<file path="config.mk">
export PLATFORM = sky130hd
export DESIGN_NAME = zigzag_scan_address_generator_unit
export DESIGN_NICKNAME = d
export VERILOG_FILES = /design/src/rtl/zzsag_pkg.sv /design/src/rtl/zzsag_cfg_regs.sv /design/src/rtl/zzsag_position_tracker.sv /design/src/rtl/zzsag_address_stage.sv /design/src/rtl/zigzag_scan_address_generator_unit.sv
export SDC_FILE = /design/constraint.sdc
export NUM_CORES = 1
export LEC_CHECK = 0
export ABC_AREA = 1
export BUFFER_PORTS_ARGS = -buffer_cell sky130_fd_sc_hd__buf_2
export CAP_MARGIN = 20
export CORE_ASPECT_RATIO = 1.1
export CORE_MARGIN = 8
export CORE_UTILIZATION = 40
export DETAILED_ROUTE_END_ITERATION = 6
export SYNTH_ARGS = -nofsm -noshare
export SYNTH_HDL_FRONTEND = slang
export SYNTH_HIERARCHICAL = 1
export SYNTH_SLANG_ARGS = --single-unit
export TNS_END_PERCENT = 30
</file>
<file path="constraint.sdc">
create_clock -name aclk -period 8.15 [get_ports aclk]
set_clock_uncertainty 0.1 [all_clocks]
set_input_delay 1.2225 -clock aclk [delete_from_list [all_inputs] [get_ports aclk]]
set_output_delay 1.2225 -clock aclk [all_outputs]
set_load 0.005 [all_outputs]
</file>
<file path="src/rtl/zzsag_pkg.sv">
`timescale 1ns / 1ps
// Shared constants, types and the helper function of the zigzag scan address generator.
package zzsag_pkg;

    localparam int MAX_SIDE   = 64;
    localparam int DATA_WIDTH = 16;
    localparam int SIDE_W     = 7;
    localparam int IDX_W      = 6;
    localparam int ADDR_W     = 12;
    localparam int CORNER_W   = 2;
    localparam int CFG_IDX_W  = 2;
    localparam int PROD_W     = IDX_W + SIDE_W;
    localparam int SQ_W       = 2 * SIDE_W;

    localparam int S_TDATA_W  = ((DATA_WIDTH + 7) / 8) * 8;
    localparam int M_FIELDS_W = DATA_WIDTH + IDX_W + IDX_W + ADDR_W;
    localparam int M_TDATA_W  = ((M_FIELDS_W + 7) / 8) * 8;

    // Register indexes of the configuration port
    localparam logic [CFG_IDX_W-1:0] REG_SIDE_SIZE    = CFG_IDX_W'(0);
    localparam logic [CFG_IDX_W-1:0] REG_START_CORNER = CFG_IDX_W'(1);

    // Bits of the start corner register
    localparam int CORNER_RIGHT_BIT = 0;
    localparam int CORNER_TOP_BIT   = 1;

    localparam logic [SIDE_W-1:0]   SIDE_RESET    = SIDE_W'(8);
    localparam logic [CORNER_W-1:0] CORNER_RESET  = CORNER_W'(2);
    localparam logic [SIDE_W-1:0]   MIN_SIDE_V    = SIDE_W'(2);
    localparam logic [SIDE_W-1:0]   MAX_SIDE_V    = SIDE_W'(MAX_SIDE);
    localparam logic [ADDR_W-1:0]   LAST_COUNT_RESET =
        ADDR_W'(int'(SIDE_RESET) * int'(SIDE_RESET) - 1);
    localparam logic [IDX_W-1:0]    ROW_RESET =
        CORNER_RESET[CORNER_TOP_BIT] ? IDX_W'(0) : IDX_W'(int'(SIDE_RESET) - 1);
    localparam logic [IDX_W-1:0]    COL_RESET =
        CORNER_RESET[CORNER_RIGHT_BIT] ? IDX_W'(int'(SIDE_RESET) - 1) : IDX_W'(0);

    // Configuration as seen by the position tracker
    typedef struct packed {
        logic [SIDE_W-1:0]   side;        // clamped side in use
        logic [CORNER_W-1:0] corner;
        logic [ADDR_W-1:0]   last_count;  // side squared minus one
        logic                restart;     // register write this cycle
        logic [IDX_W-1:0]    start_row;
        logic [IDX_W-1:0]    start_col;
    } cfg_t;

    // One placed element between the tracker and the address stage
    typedef struct packed {
        logic [DATA_WIDTH-1:0] value;
        logic [IDX_W-1:0]      row;
        logic [IDX_W-1:0]      col;
        logic                  last;
        logic [SIDE_W-1:0]     side;
    } place_t;

    function automatic logic [SIDE_W-1:0] clamp_side(input logic [SIDE_W-1:0] s);
        logic [SIDE_W-1:0] r;
        r = s;
        if (s < MIN_SIDE_V) begin
            r = MIN_SIDE_V;
        end else if (s > MAX_SIDE_V) begin
            r = MAX_SIDE_V;
        end
        return r;
    endfunction

endpackage

</file>
<file path="src/rtl/zzsag_cfg_regs.sv">
`timescale 1ns / 1ps
// Configuration registers, side clamping and start corner decode.
module zzsag_cfg_regs (
    input  logic                             aclk,
    input  logic                             aresetn,
    input  logic                             cfg_wr_en,
    input  logic [zzsag_pkg::CFG_IDX_W-1:0]  cfg_index,
    input  logic [zzsag_pkg::SIDE_W-1:0]     cfg_wdata,
    output zzsag_pkg::cfg_t                  cfg
);
    import zzsag_pkg::*;

    logic [SIDE_W-1:0]   side_reg, side_next;
    logic [CORNER_W-1:0] corner_reg, corner_next;
    logic [ADDR_W-1:0]   last_count_reg, last_count_next;
    logic                restart;
    logic [SIDE_W-1:0]   n_next;
    logic [SQ_W-1:0]     sq_next;
    logic [IDX_W-1:0]    n_minus1_next;

    always_comb begin
        side_next   = side_reg;
        corner_next = corner_reg;
        restart     = 1'b0;
        if (cfg_wr_en) begin
            unique case (cfg_index)
                REG_SIDE_SIZE: begin
                    side_next = cfg_wdata;
                    restart   = 1'b1;
                end
                REG_START_CORNER: begin
                    corner_next = cfg_wdata[CORNER_W-1:0];
                    restart     = 1'b1;
                end
                default: begin
                end
            endcase
        end
        n_next          = clamp_side(side_next);
        sq_next         = SQ_W'(n_next) * SQ_W'(n_next);
        last_count_next = ADDR_W'(sq_next - SQ_W'(1));
        n_minus1_next   = IDX_W'(n_next - SIDE_W'(1));
    end

    always_ff @(posedge aclk) begin
        if (!aresetn) begin
            side_reg       <= SIDE_RESET;
            corner_reg     <= CORNER_RESET;
            last_count_reg <= LAST_COUNT_RESET;
        end else begin
            side_reg       <= side_next;
            corner_reg     <= corner_next;
            last_count_reg <= last_count_next;
        end
    end

    always_comb begin
        cfg.side       = clamp_side(side_reg);
        cfg.corner     = corner_reg;
        cfg.last_count = last_count_reg;
        cfg.restart    = restart;
        cfg.start_row  = corner_next[CORNER_TOP_BIT] ? '0 : n_minus1_next;
        cfg.start_col  = corner_next[CORNER_RIGHT_BIT] ? n_minus1_next : '0;
    end

endmodule

</file>
<file path="src/rtl/zzsag_position_tracker.sv">
`timescale 1ns / 1ps
// Zigzag position state, next-place logic and the input stage register.
module zzsag_position_tracker (
    input  logic                             aclk,
    input  logic                             aresetn,
    input  zzsag_pkg::cfg_t                  cfg,
    input  logic                             s_tvalid,
    output logic                             s_tready,
    input  logic [zzsag_pkg::S_TDATA_W-1:0]  s_tdata,
    output logic                             s1_valid,
    output zzsag_pkg::place_t                s1_place,
    input  logic                             s2_ready
);
    import zzsag_pkg::*;

    logic [IDX_W-1:0]  row_reg, row_next;
    logic [IDX_W-1:0]  col_reg, col_next;
    logic              sign_reg, sign_next;
    logic              axis_reg, axis_next;
    logic [ADDR_W-1:0] count_reg, count_next;
    logic              s1_valid_reg, s1_valid_next;
    place_t            s1_place_reg;

    logic             accept;
    logic [IDX_W-1:0] n_minus1;
    logic             row_lo, row_hi, col_lo, col_hi;
    logic             top, right;
    logic             row_up, col_up;
    logic             off_square, at_corner, edge_col;
    logic             last;

    assign s_tready = !s1_valid_reg || s2_ready;
    assign accept   = s_tvalid && s_tready;

    always_comb begin
        n_minus1  = IDX_W'(cfg.side - SIDE_W'(1));
        row_lo    = (row_reg == '0);
        row_hi    = (row_reg == n_minus1);
        col_lo    = (col_reg == '0);
        col_hi    = (col_reg == n_minus1);
        top       = cfg.corner[CORNER_TOP_BIT];
        right     = cfg.corner[CORNER_RIGHT_BIT];
        // Diagonal direction: sign 0 moves away from the start corner along the columns and toward it along the rows.
        row_up    = sign_reg ? top : !top;
        col_up    = sign_reg ? right : !right;
        off_square = (row_up ? row_hi : row_lo) || (col_up ? col_hi : col_lo);
        at_corner = (row_lo || row_hi) && (col_lo || col_hi);
        edge_col  = axis_reg ^ at_corner;
        last      = (count_reg == cfg.last_count);

        row_next      = row_reg;
        col_next      = col_reg;
        sign_next     = sign_reg;
        axis_next     = axis_reg;
        count_next    = count_reg;
        s1_valid_next = s1_valid_reg;

        if (accept) begin
            s1_valid_next = 1'b1;
        end else if (s2_ready) begin
            s1_valid_next = 1'b0;
        end

        priority if (cfg.restart || (accept && last)) begin
            row_next   = cfg.start_row;
            col_next   = cfg.start_col;
            sign_next  = 1'b0;
            axis_next  = 1'b0;
            count_next = '0;
        end else if (accept) begin
            count_next = count_reg + ADDR_W'(1);
            if (off_square) begin
                if (edge_col) begin
                    col_next = right ? col_reg - IDX_W'(1) : col_reg + IDX_W'(1);
                end else begin
                    row_next = top ? row_reg + IDX_W'(1) : row_reg - IDX_W'(1);
                end
                sign_next = !sign_reg;
                if (!at_corner) begin
                    axis_next = !axis_reg;
                end
            end else begin
                row_next = row_up ? row_reg + IDX_W'(1) : row_reg - IDX_W'(1);
                col_next = col_up ? col_reg + IDX_W'(1) : col_reg - IDX_W'(1);
            end
        end else begin
        end
    end

    always_ff @(posedge aclk) begin
        if (!aresetn) begin
            row_reg      <= ROW_RESET;
            col_reg      <= COL_RESET;
            sign_reg     <= 1'b0;
            axis_reg     <= 1'b0;
            count_reg    <= '0;
            s1_valid_reg <= 1'b0;
        end else begin
            row_reg      <= row_next;
            col_reg      <= col_next;
            sign_reg     <= sign_next;
            axis_reg     <= axis_next;
            count_reg    <= count_next;
            s1_valid_reg <= s1_valid_next;
        end
    end

    always_ff @(posedge aclk) begin
        if (accept) begin
            s1_place_reg.value <= s_tdata[DATA_WIDTH-1:0];
            s1_place_reg.row   <= row_reg;
            s1_place_reg.col   <= col_reg;
            s1_place_reg.last  <= last;
            s1_place_reg.side  <= cfg.side;
        end
    end

    assign s1_valid = s1_valid_reg;
    assign s1_place = s1_place_reg;

endmodule

</file>
<file path="src/rtl/zzsag_address_stage.sv">
`timescale 1ns / 1ps
// Row-major address multiply-add and the result register.
module zzsag_address_stage (
    input  logic                             aclk,
    input  logic                             aresetn,
    input  logic                             s1_valid,
    input  zzsag_pkg::place_t                s1_place,
    output logic                             s2_ready,
    output logic                             m_tvalid,
    input  logic                             m_tready,
    output logic [zzsag_pkg::M_TDATA_W-1:0]  m_tdata,
    output logic                             m_tlast
);
    import zzsag_pkg::*;

    logic [PROD_W-1:0]    prod;
    logic [ADDR_W-1:0]    addr;
    logic                 load;
    logic                 m_valid_reg, m_valid_next;
    logic [M_TDATA_W-1:0] m_data_reg;
    logic                 m_last_reg;

    assign s2_ready = !m_valid_reg || m_tready;
    assign load     = s1_valid && s2_ready;

    always_comb begin
        prod = PROD_W'(s1_place.row) * PROD_W'(s1_place.side);
        addr = ADDR_W'(prod) + ADDR_W'(s1_place.col);
        m_valid_next = m_valid_reg;
        if (load) begin
            m_valid_next = 1'b1;
        end else if (m_tready) begin
            m_valid_next = 1'b0;
        end
    end

    always_ff @(posedge aclk) begin
        if (!aresetn) begin
            m_valid_reg <= 1'b0;
        end else begin
            m_valid_reg <= m_valid_next;
        end
    end

    always_ff @(posedge aclk) begin
        if (load) begin
            m_data_reg <= M_TDATA_W'({addr, s1_place.col, s1_place.row, s1_place.value});
            m_last_reg <= s1_place.last;
        end
    end

    assign m_tvalid = m_valid_reg;
    assign m_tdata  = m_data_reg;
    assign m_tlast  = m_last_reg;

endmodule

</file>
<file path="src/rtl/zigzag_scan_address_generator_unit.sv">
`timescale 1ns / 1ps
// Top level of the zigzag scan address generator.
//
//  Channel   Direction  Signals                        Contents
//  cfg       in         cfg_wr_en, cfg_index, cfg_wdata  0: side_size, 1: start_corner
//  s_        in         s_tvalid, s_tready, s_tdata      element_value
//  m_        out        m_tvalid, m_tready, m_tdata,     value, row, column, address;
//                       m_tlast                          tlast marks the final element
//
// One request is taken every clock cycle while s_tready is high. The position tracker
// registers the request with its place on acceptance; the address multiply-add between that
// register and the result register forms the address, and the result register loads it,
// raising m_tvalid, once it is free.
// Reset is synchronous and active low; it restores side 8 and the top-left start
// corner, and the scan starts from that corner.
// Stalls on the result side propagate back through both stages to s_tready, so two
// requests can be held while m_tready is low.
// Any write to a known register index restarts the scan at the new start corner.
module zigzag_scan_address_generator_unit (
    input  logic                             aclk,
    input  logic                             aresetn,
    input  logic                             cfg_wr_en,
    input  logic [zzsag_pkg::CFG_IDX_W-1:0]  cfg_index,
    input  logic [zzsag_pkg::SIDE_W-1:0]     cfg_wdata,
    input  logic                             s_tvalid,
    output logic                             s_tready,
    // s_tdata: [15:0] element_value
    input  logic [zzsag_pkg::S_TDATA_W-1:0]  s_tdata,
    output logic                             m_tvalid,
    input  logic                             m_tready,
    // m_tdata: [15:0] element_value_out, [21:16] row_index, [27:22] column_index,
    //          [39:28] linear_address
    output logic [zzsag_pkg::M_TDATA_W-1:0]  m_tdata,
    output logic                             m_tlast
);
    import zzsag_pkg::*;

    cfg_t   cfg;
    logic   s1_valid;
    place_t s1_place;
    logic   s2_ready;

    // Configuration registers; the clamped side and start position are decoded here.
    zzsag_cfg_regs u_cfg_regs (
        .aclk      (aclk),
        .aresetn   (aresetn),
        .cfg_wr_en (cfg_wr_en),
        .cfg_index (cfg_index),
        .cfg_wdata (cfg_wdata),
        .cfg       (cfg)
    );

    // Walks the zigzag path and captures each element with its place.
    zzsag_position_tracker u_tracker (
        .aclk     (aclk),
        .aresetn  (aresetn),
        .cfg      (cfg),
        .s_tvalid (s_tvalid),
        .s_tready (s_tready),
        .s_tdata  (s_tdata),
        .s1_valid (s1_valid),
        .s1_place (s1_place),
        .s2_ready (s2_ready)
    );

    // Forms the row-major address and holds the result until it is taken.
    zzsag_address_stage u_addr_stage (
        .aclk     (aclk),
        .aresetn  (aresetn),
        .s1_valid (s1_valid),
        .s1_place (s1_place),
        .s2_ready (s2_ready),
        .m_tvalid (m_tvalid),
        .m_tready (m_tready),
        .m_tdata  (m_tdata),
        .m_tlast  (m_tlast)
    );

    // A captured place always lies inside the square.
    assert property (@(posedge aclk) disable iff (!aresetn)
        s1_valid |-> (s1_place.row < IDX_W'(s1_place.side - SIDE_W'(1)) ||
                      s1_place.row == IDX_W'(s1_place.side - SIDE_W'(1))) &&
                     (s1_place.col < IDX_W'(s1_place.side - SIDE_W'(1)) ||
                      s1_place.col == IDX_W'(s1_place.side - SIDE_W'(1))))
        else $error("zigzag place outside the square");

    // The final element of a scan always lands on a corner.
    assert property (@(posedge aclk) disable iff (!aresetn)
        s1_valid && s1_place.last |->
            (s1_place.row == '0 || s1_place.row == IDX_W'(s1_place.side - SIDE_W'(1))) &&
            (s1_place.col == '0 || s1_place.col == IDX_W'(s1_place.side - SIDE_W'(1))))
        else $error("last element not on a corner");

    // A stalled first stage keeps its element until the result register frees.
    assert property (@(posedge aclk) disable iff (!aresetn)
        s1_valid && !s2_ready |=> s1_valid && $stable(s1_place))
        else $error("stalled element lost in the first stage");

endmodule
</file>
==> summary.txt <==
Run status
  – Status: finished clean

Power
  – Gate power share: 40.1%
  – P_int: 0.001575 W
  – Switch share: 38.93%
  – Clock share of power: 26.6%
  – Worst ir drop on vdd: 0.0001364 V
  – Sequential Power Share: 33.4%
  – Power Density: 252.9 nW/um2
  – Psw: 0.001004 W
  – Leak: 4.969 nW

STA
  – Slew Viols, Final: 0
  – Slew headroom: 48.54%
  – RSZ-0062 raised after global routing: no
  – Fin crit share: 69.40%
  – Minimum clock period: 5.656 ns
  – Worst slew pin tran: 0.7638 ns
  – Count of final hold-check violations: 0
  – Fin Hold WS: 0.3188 ns
  – Max Freq: 176.8 MHz
  – Final setup viols: 0
  – Setup TNS: 0 ns

Clocking
  – Root Buffer: clkbuf_16
  – TritonCTS buffer count: 17
  – Hold buffers post-CTS: 0
  – Clock latency on the worst-skew pair: 0.41 ns
  – Clock Sinks: 125
  – Maximum clock path buffer count: 2
  – Count of cells resized by post-cts repair: 0
  – H-Tree Depth: 4
  – CTS tree: done
  – Worst-path clk slew: 0.06 ns
  – Postcts setup bufs: 0

Final layout
  – Fraction of layout instances using a drive strength above 1: 15.26%
  – P&R area growth vs syn: 14.21%
  – Multi-input logic area: 4952 um2
  – Storage cell area: 3273 um2
  – Fin cells: 1455
  – Final net count: 1284
  – Util after Layout: 46.28%
  – Diode count: 0
  – Fill count: 2125
  – Max reg flops: 40

Critical path
  – Buf/Inv on CP: 4
  – CP Max Fanout: 9
  – Slowest Stage Delay on Critical Path: 0.54 ns
  – WP data required: 8.35 ns
  – Worst path slowest cell: fa_1
  – FF-to-FF Start: u_cfg_regs/side_reg[6]
  – Setup crit end: u_cfg_regs/last_count_reg[10]
  – Flop-to-flop setup slack: 3.20 ns
  – Critical R2R Capture: u_cfg_regs/last_count_reg[10]
  – Delay-heaviest family, CP: adder cells
  – Worst setup path start: cfg_index[0]
  – Setup CP Type: in2reg
  – Critical Path Stages: 29
  – CP most frequent cell: nand2_1
  – Crit path launch type: primary input
  – Worst Setup End Kind: register
  – Crit path DAT: 5.86 ns
  – Worst Reg2Reg Path Length in Cells: 25

Min path
  – Worst min-delay path class: reg2reg

Yosys
  – Most common cell in the netlist: nand2_1
  – Yosys warning count: 6
  – Seq/Total Area, Yosys: 36.65%
  – Number of enable flip-flop cells after synthesis: 77
  – Top cells by count, synth: nand2_1, inv_1, nor2_1
  – Yosys top cell area share: 25.89%
  – Yosys top cell by area: edfxtp_1
  – Post-Syn Area: 8931 um2
  – Dominant cells by area after synthesis: edfxtp_1, dfxtp_1, nand2_1, fa_1, ha_1
  – Synth unique cells: 51
  – Async S/R FF share, synth: 0%
  – Synth Flop Type: edfxtp_1
  – Synthesized area per cell: 8.441 um2
  – #FFs+latches synth: 125
  – Post-Synthesis Cells: 1058

Global route
  – Vias in the first global route: 6798
  – Initial antenna violation count: 0
  – First-pass GRT wire length: 31.91 mm
  – Largest net degree at the start of global routing: 42
  – Grt total ovfl: 0
  – Total global routing track utilization: 14.49%

Placement
  – Post-DP HPWL: 15.17 mm
  – GP Congestion: 0.8575
  – Dpl cells: 1424
  – IO Port Bufs: 72

Floorplan
  – Rows: 57
  – Initial core utilization: 40.53%
  – # IOs: 73
  – Core area: 22040 um2
  – Die ar.: 27370 um2
  – Die height: 172.7 um
  – Die X: 158.5 um

Routing
  – DR pass1 iterations: 5
  – Via count: 6882
  – Via-to-Cell Ratio: 4.730
  – Max Used Layer: met4
  – Met3 routed WL: 726 um
  – Wirelength, routed: 19.09 mm
  – Routed Antenna Nets: 0
  – WL met2: 10.15 mm
  – Initial DRC count: 341
  – Wire length on met1: 7.938 mm
  – # DRC: 0
  – Routed len/inst: 13.12 um

Flow run
  – Max-cap violation count: 0
-- per-layer routing --
layer	up-vias	track usage, %
met5	-	0
met4	0	4.485
met3	19	2.469
met2	124	26.63
met1	3223	16.58
li1	3516	-
-- power groups by stage --
stage | clock, W | combinational, W | sequential (W)
final | 0.000686 | 0.00103 | 0.000860
after global routing | 0.000732 | 0.00120 | 0.000873
after CTS | 0.000707 | 0.00104 | 0.000861
after detailed placement | 0 | 0.00104 | 0.000874
after global placement | 0 | 0.00103 | 0.000873
after floorplan | 0 | 0.000815 | 0.000851
-- cells in the final DEF, fill, tap and decap left out, types with 4 or more instances in the layout --
| cell | instances |
|---|---|
| clkbuf_16 | 17 |
| ha_1 | 63 |
| fa_1 | 43 |
| nand3_1 | 68 |
| o21ai_0 | 28 |
| xnor2_1 | 16 |
| dfxtp_1 | 48 |
| nand2_2 | 12 |
| buf_2 | 72 |
| conb_1 | 9 |
| nor2_1 | 109 |
| nor2_2 | 9 |
| nand3_2 | 4 |
| xor2_1 | 37 |
| inv_6 | 5 |
| edfxtp_1 | 77 |
| nor3_1 | 10 |
| nand4_1 | 11 |
| nand2_4 | 10 |
| inv_1 | 168 |
| a21oi_1 | 28 |
| nand2_1 | 248 |
| inv_2 | 12 |
-- final cells by class --
type | count | area share, %
Timing Repair Buffer | 74 | 3.680
Clock buffer | 17 | 4.171
Tap cell | 295 | 3.619
Inverter | 183 | 6.796
Sequential cell | 125 | 32.09
Clock inverter | 14 | 1.092
Multi-Input combinational cell | 747 | 48.55
-- kinds of logic after synthesis --
kind of cell             share of synthesized area [%]
AND/OR/NAND/NOR                                  25.48
buffers and inverters                            8.321
flip-flops                                       36.65
adder cells (fa/ha/maj)                          18.46
AO/OA/AOI/OAI                                    5.016
XOR/XNOR                                         5.744
other                                          0.08409
multiplexers                                    0.2382
-- stage by stage --
| step | worst slack [ns] | total power (W) | instance area [um2] |
|---|---|---|---|
| final | 2.494 | 0.002580 | 10200 |
| after global routing | 2.086 | 0.002801 | 10200 |
| after CTS | 2.484 | 0.002613 | 10200 |
| after detailed placement | 2.056 | 0.001912 | 9663 |
| after global placement | 2.151 | 0.001898 | 9663 |
| after floorplan | 2.529 | 0.001666 | 8957 |
-- worst reg2reg max path, cell delays in order (launching register included) --
cell and delay (ns):
dfxtp_1 0.55, nand2_2 0.14, nand2_4 0.13, nor2_1 0.06
nand3_2 0.15, nand3_4 0.16, nor2_2 0.18, xnor2_1 0.09
ha_1 0.18, a31o_1 0.20, fa_1 0.48, inv_1 0.05
fa_1 0.46, fa_1 0.54, inv_1 0.04, ha_1 0.33
a21oi_1 0.14, nand2_1 0.09, nand2_1 0.06, nand2_1 0.05
a21oi_1 0.19, nor2_1 0.06, o21ai_0 0.14, nand2_1 0.08
o21ai_0 0.14, a21oi_1 0.05
-- worst min-delay path by stage --
stage / from / endpoint / slack (ns) / cells past startpoint
after floorplan: u_tracker/s1_place[20] / u_addr_stage/m_tdata[0] / 0.30 / 0
after global placement: u_tracker/s1_place[33] / u_addr_stage/m_tdata[13] / 0.30 / 0
final: u_tracker/s1_place[22] / u_addr_stage/m_tdata[2] / 0.32 / 0
after global routing: u_tracker/s1_place[24] / u_addr_stage/m_tdata[4] / 0.32 / 0
after CTS: u_tracker/s1_place[24] / u_addr_stage/m_tdata[4] / 0.32 / 0
after detailed placement: u_tracker/s1_place[24] / u_addr_stage/m_tdata[4] / 0.30 / 0
No activity file was read; power rests on OpenSTA's default activity.
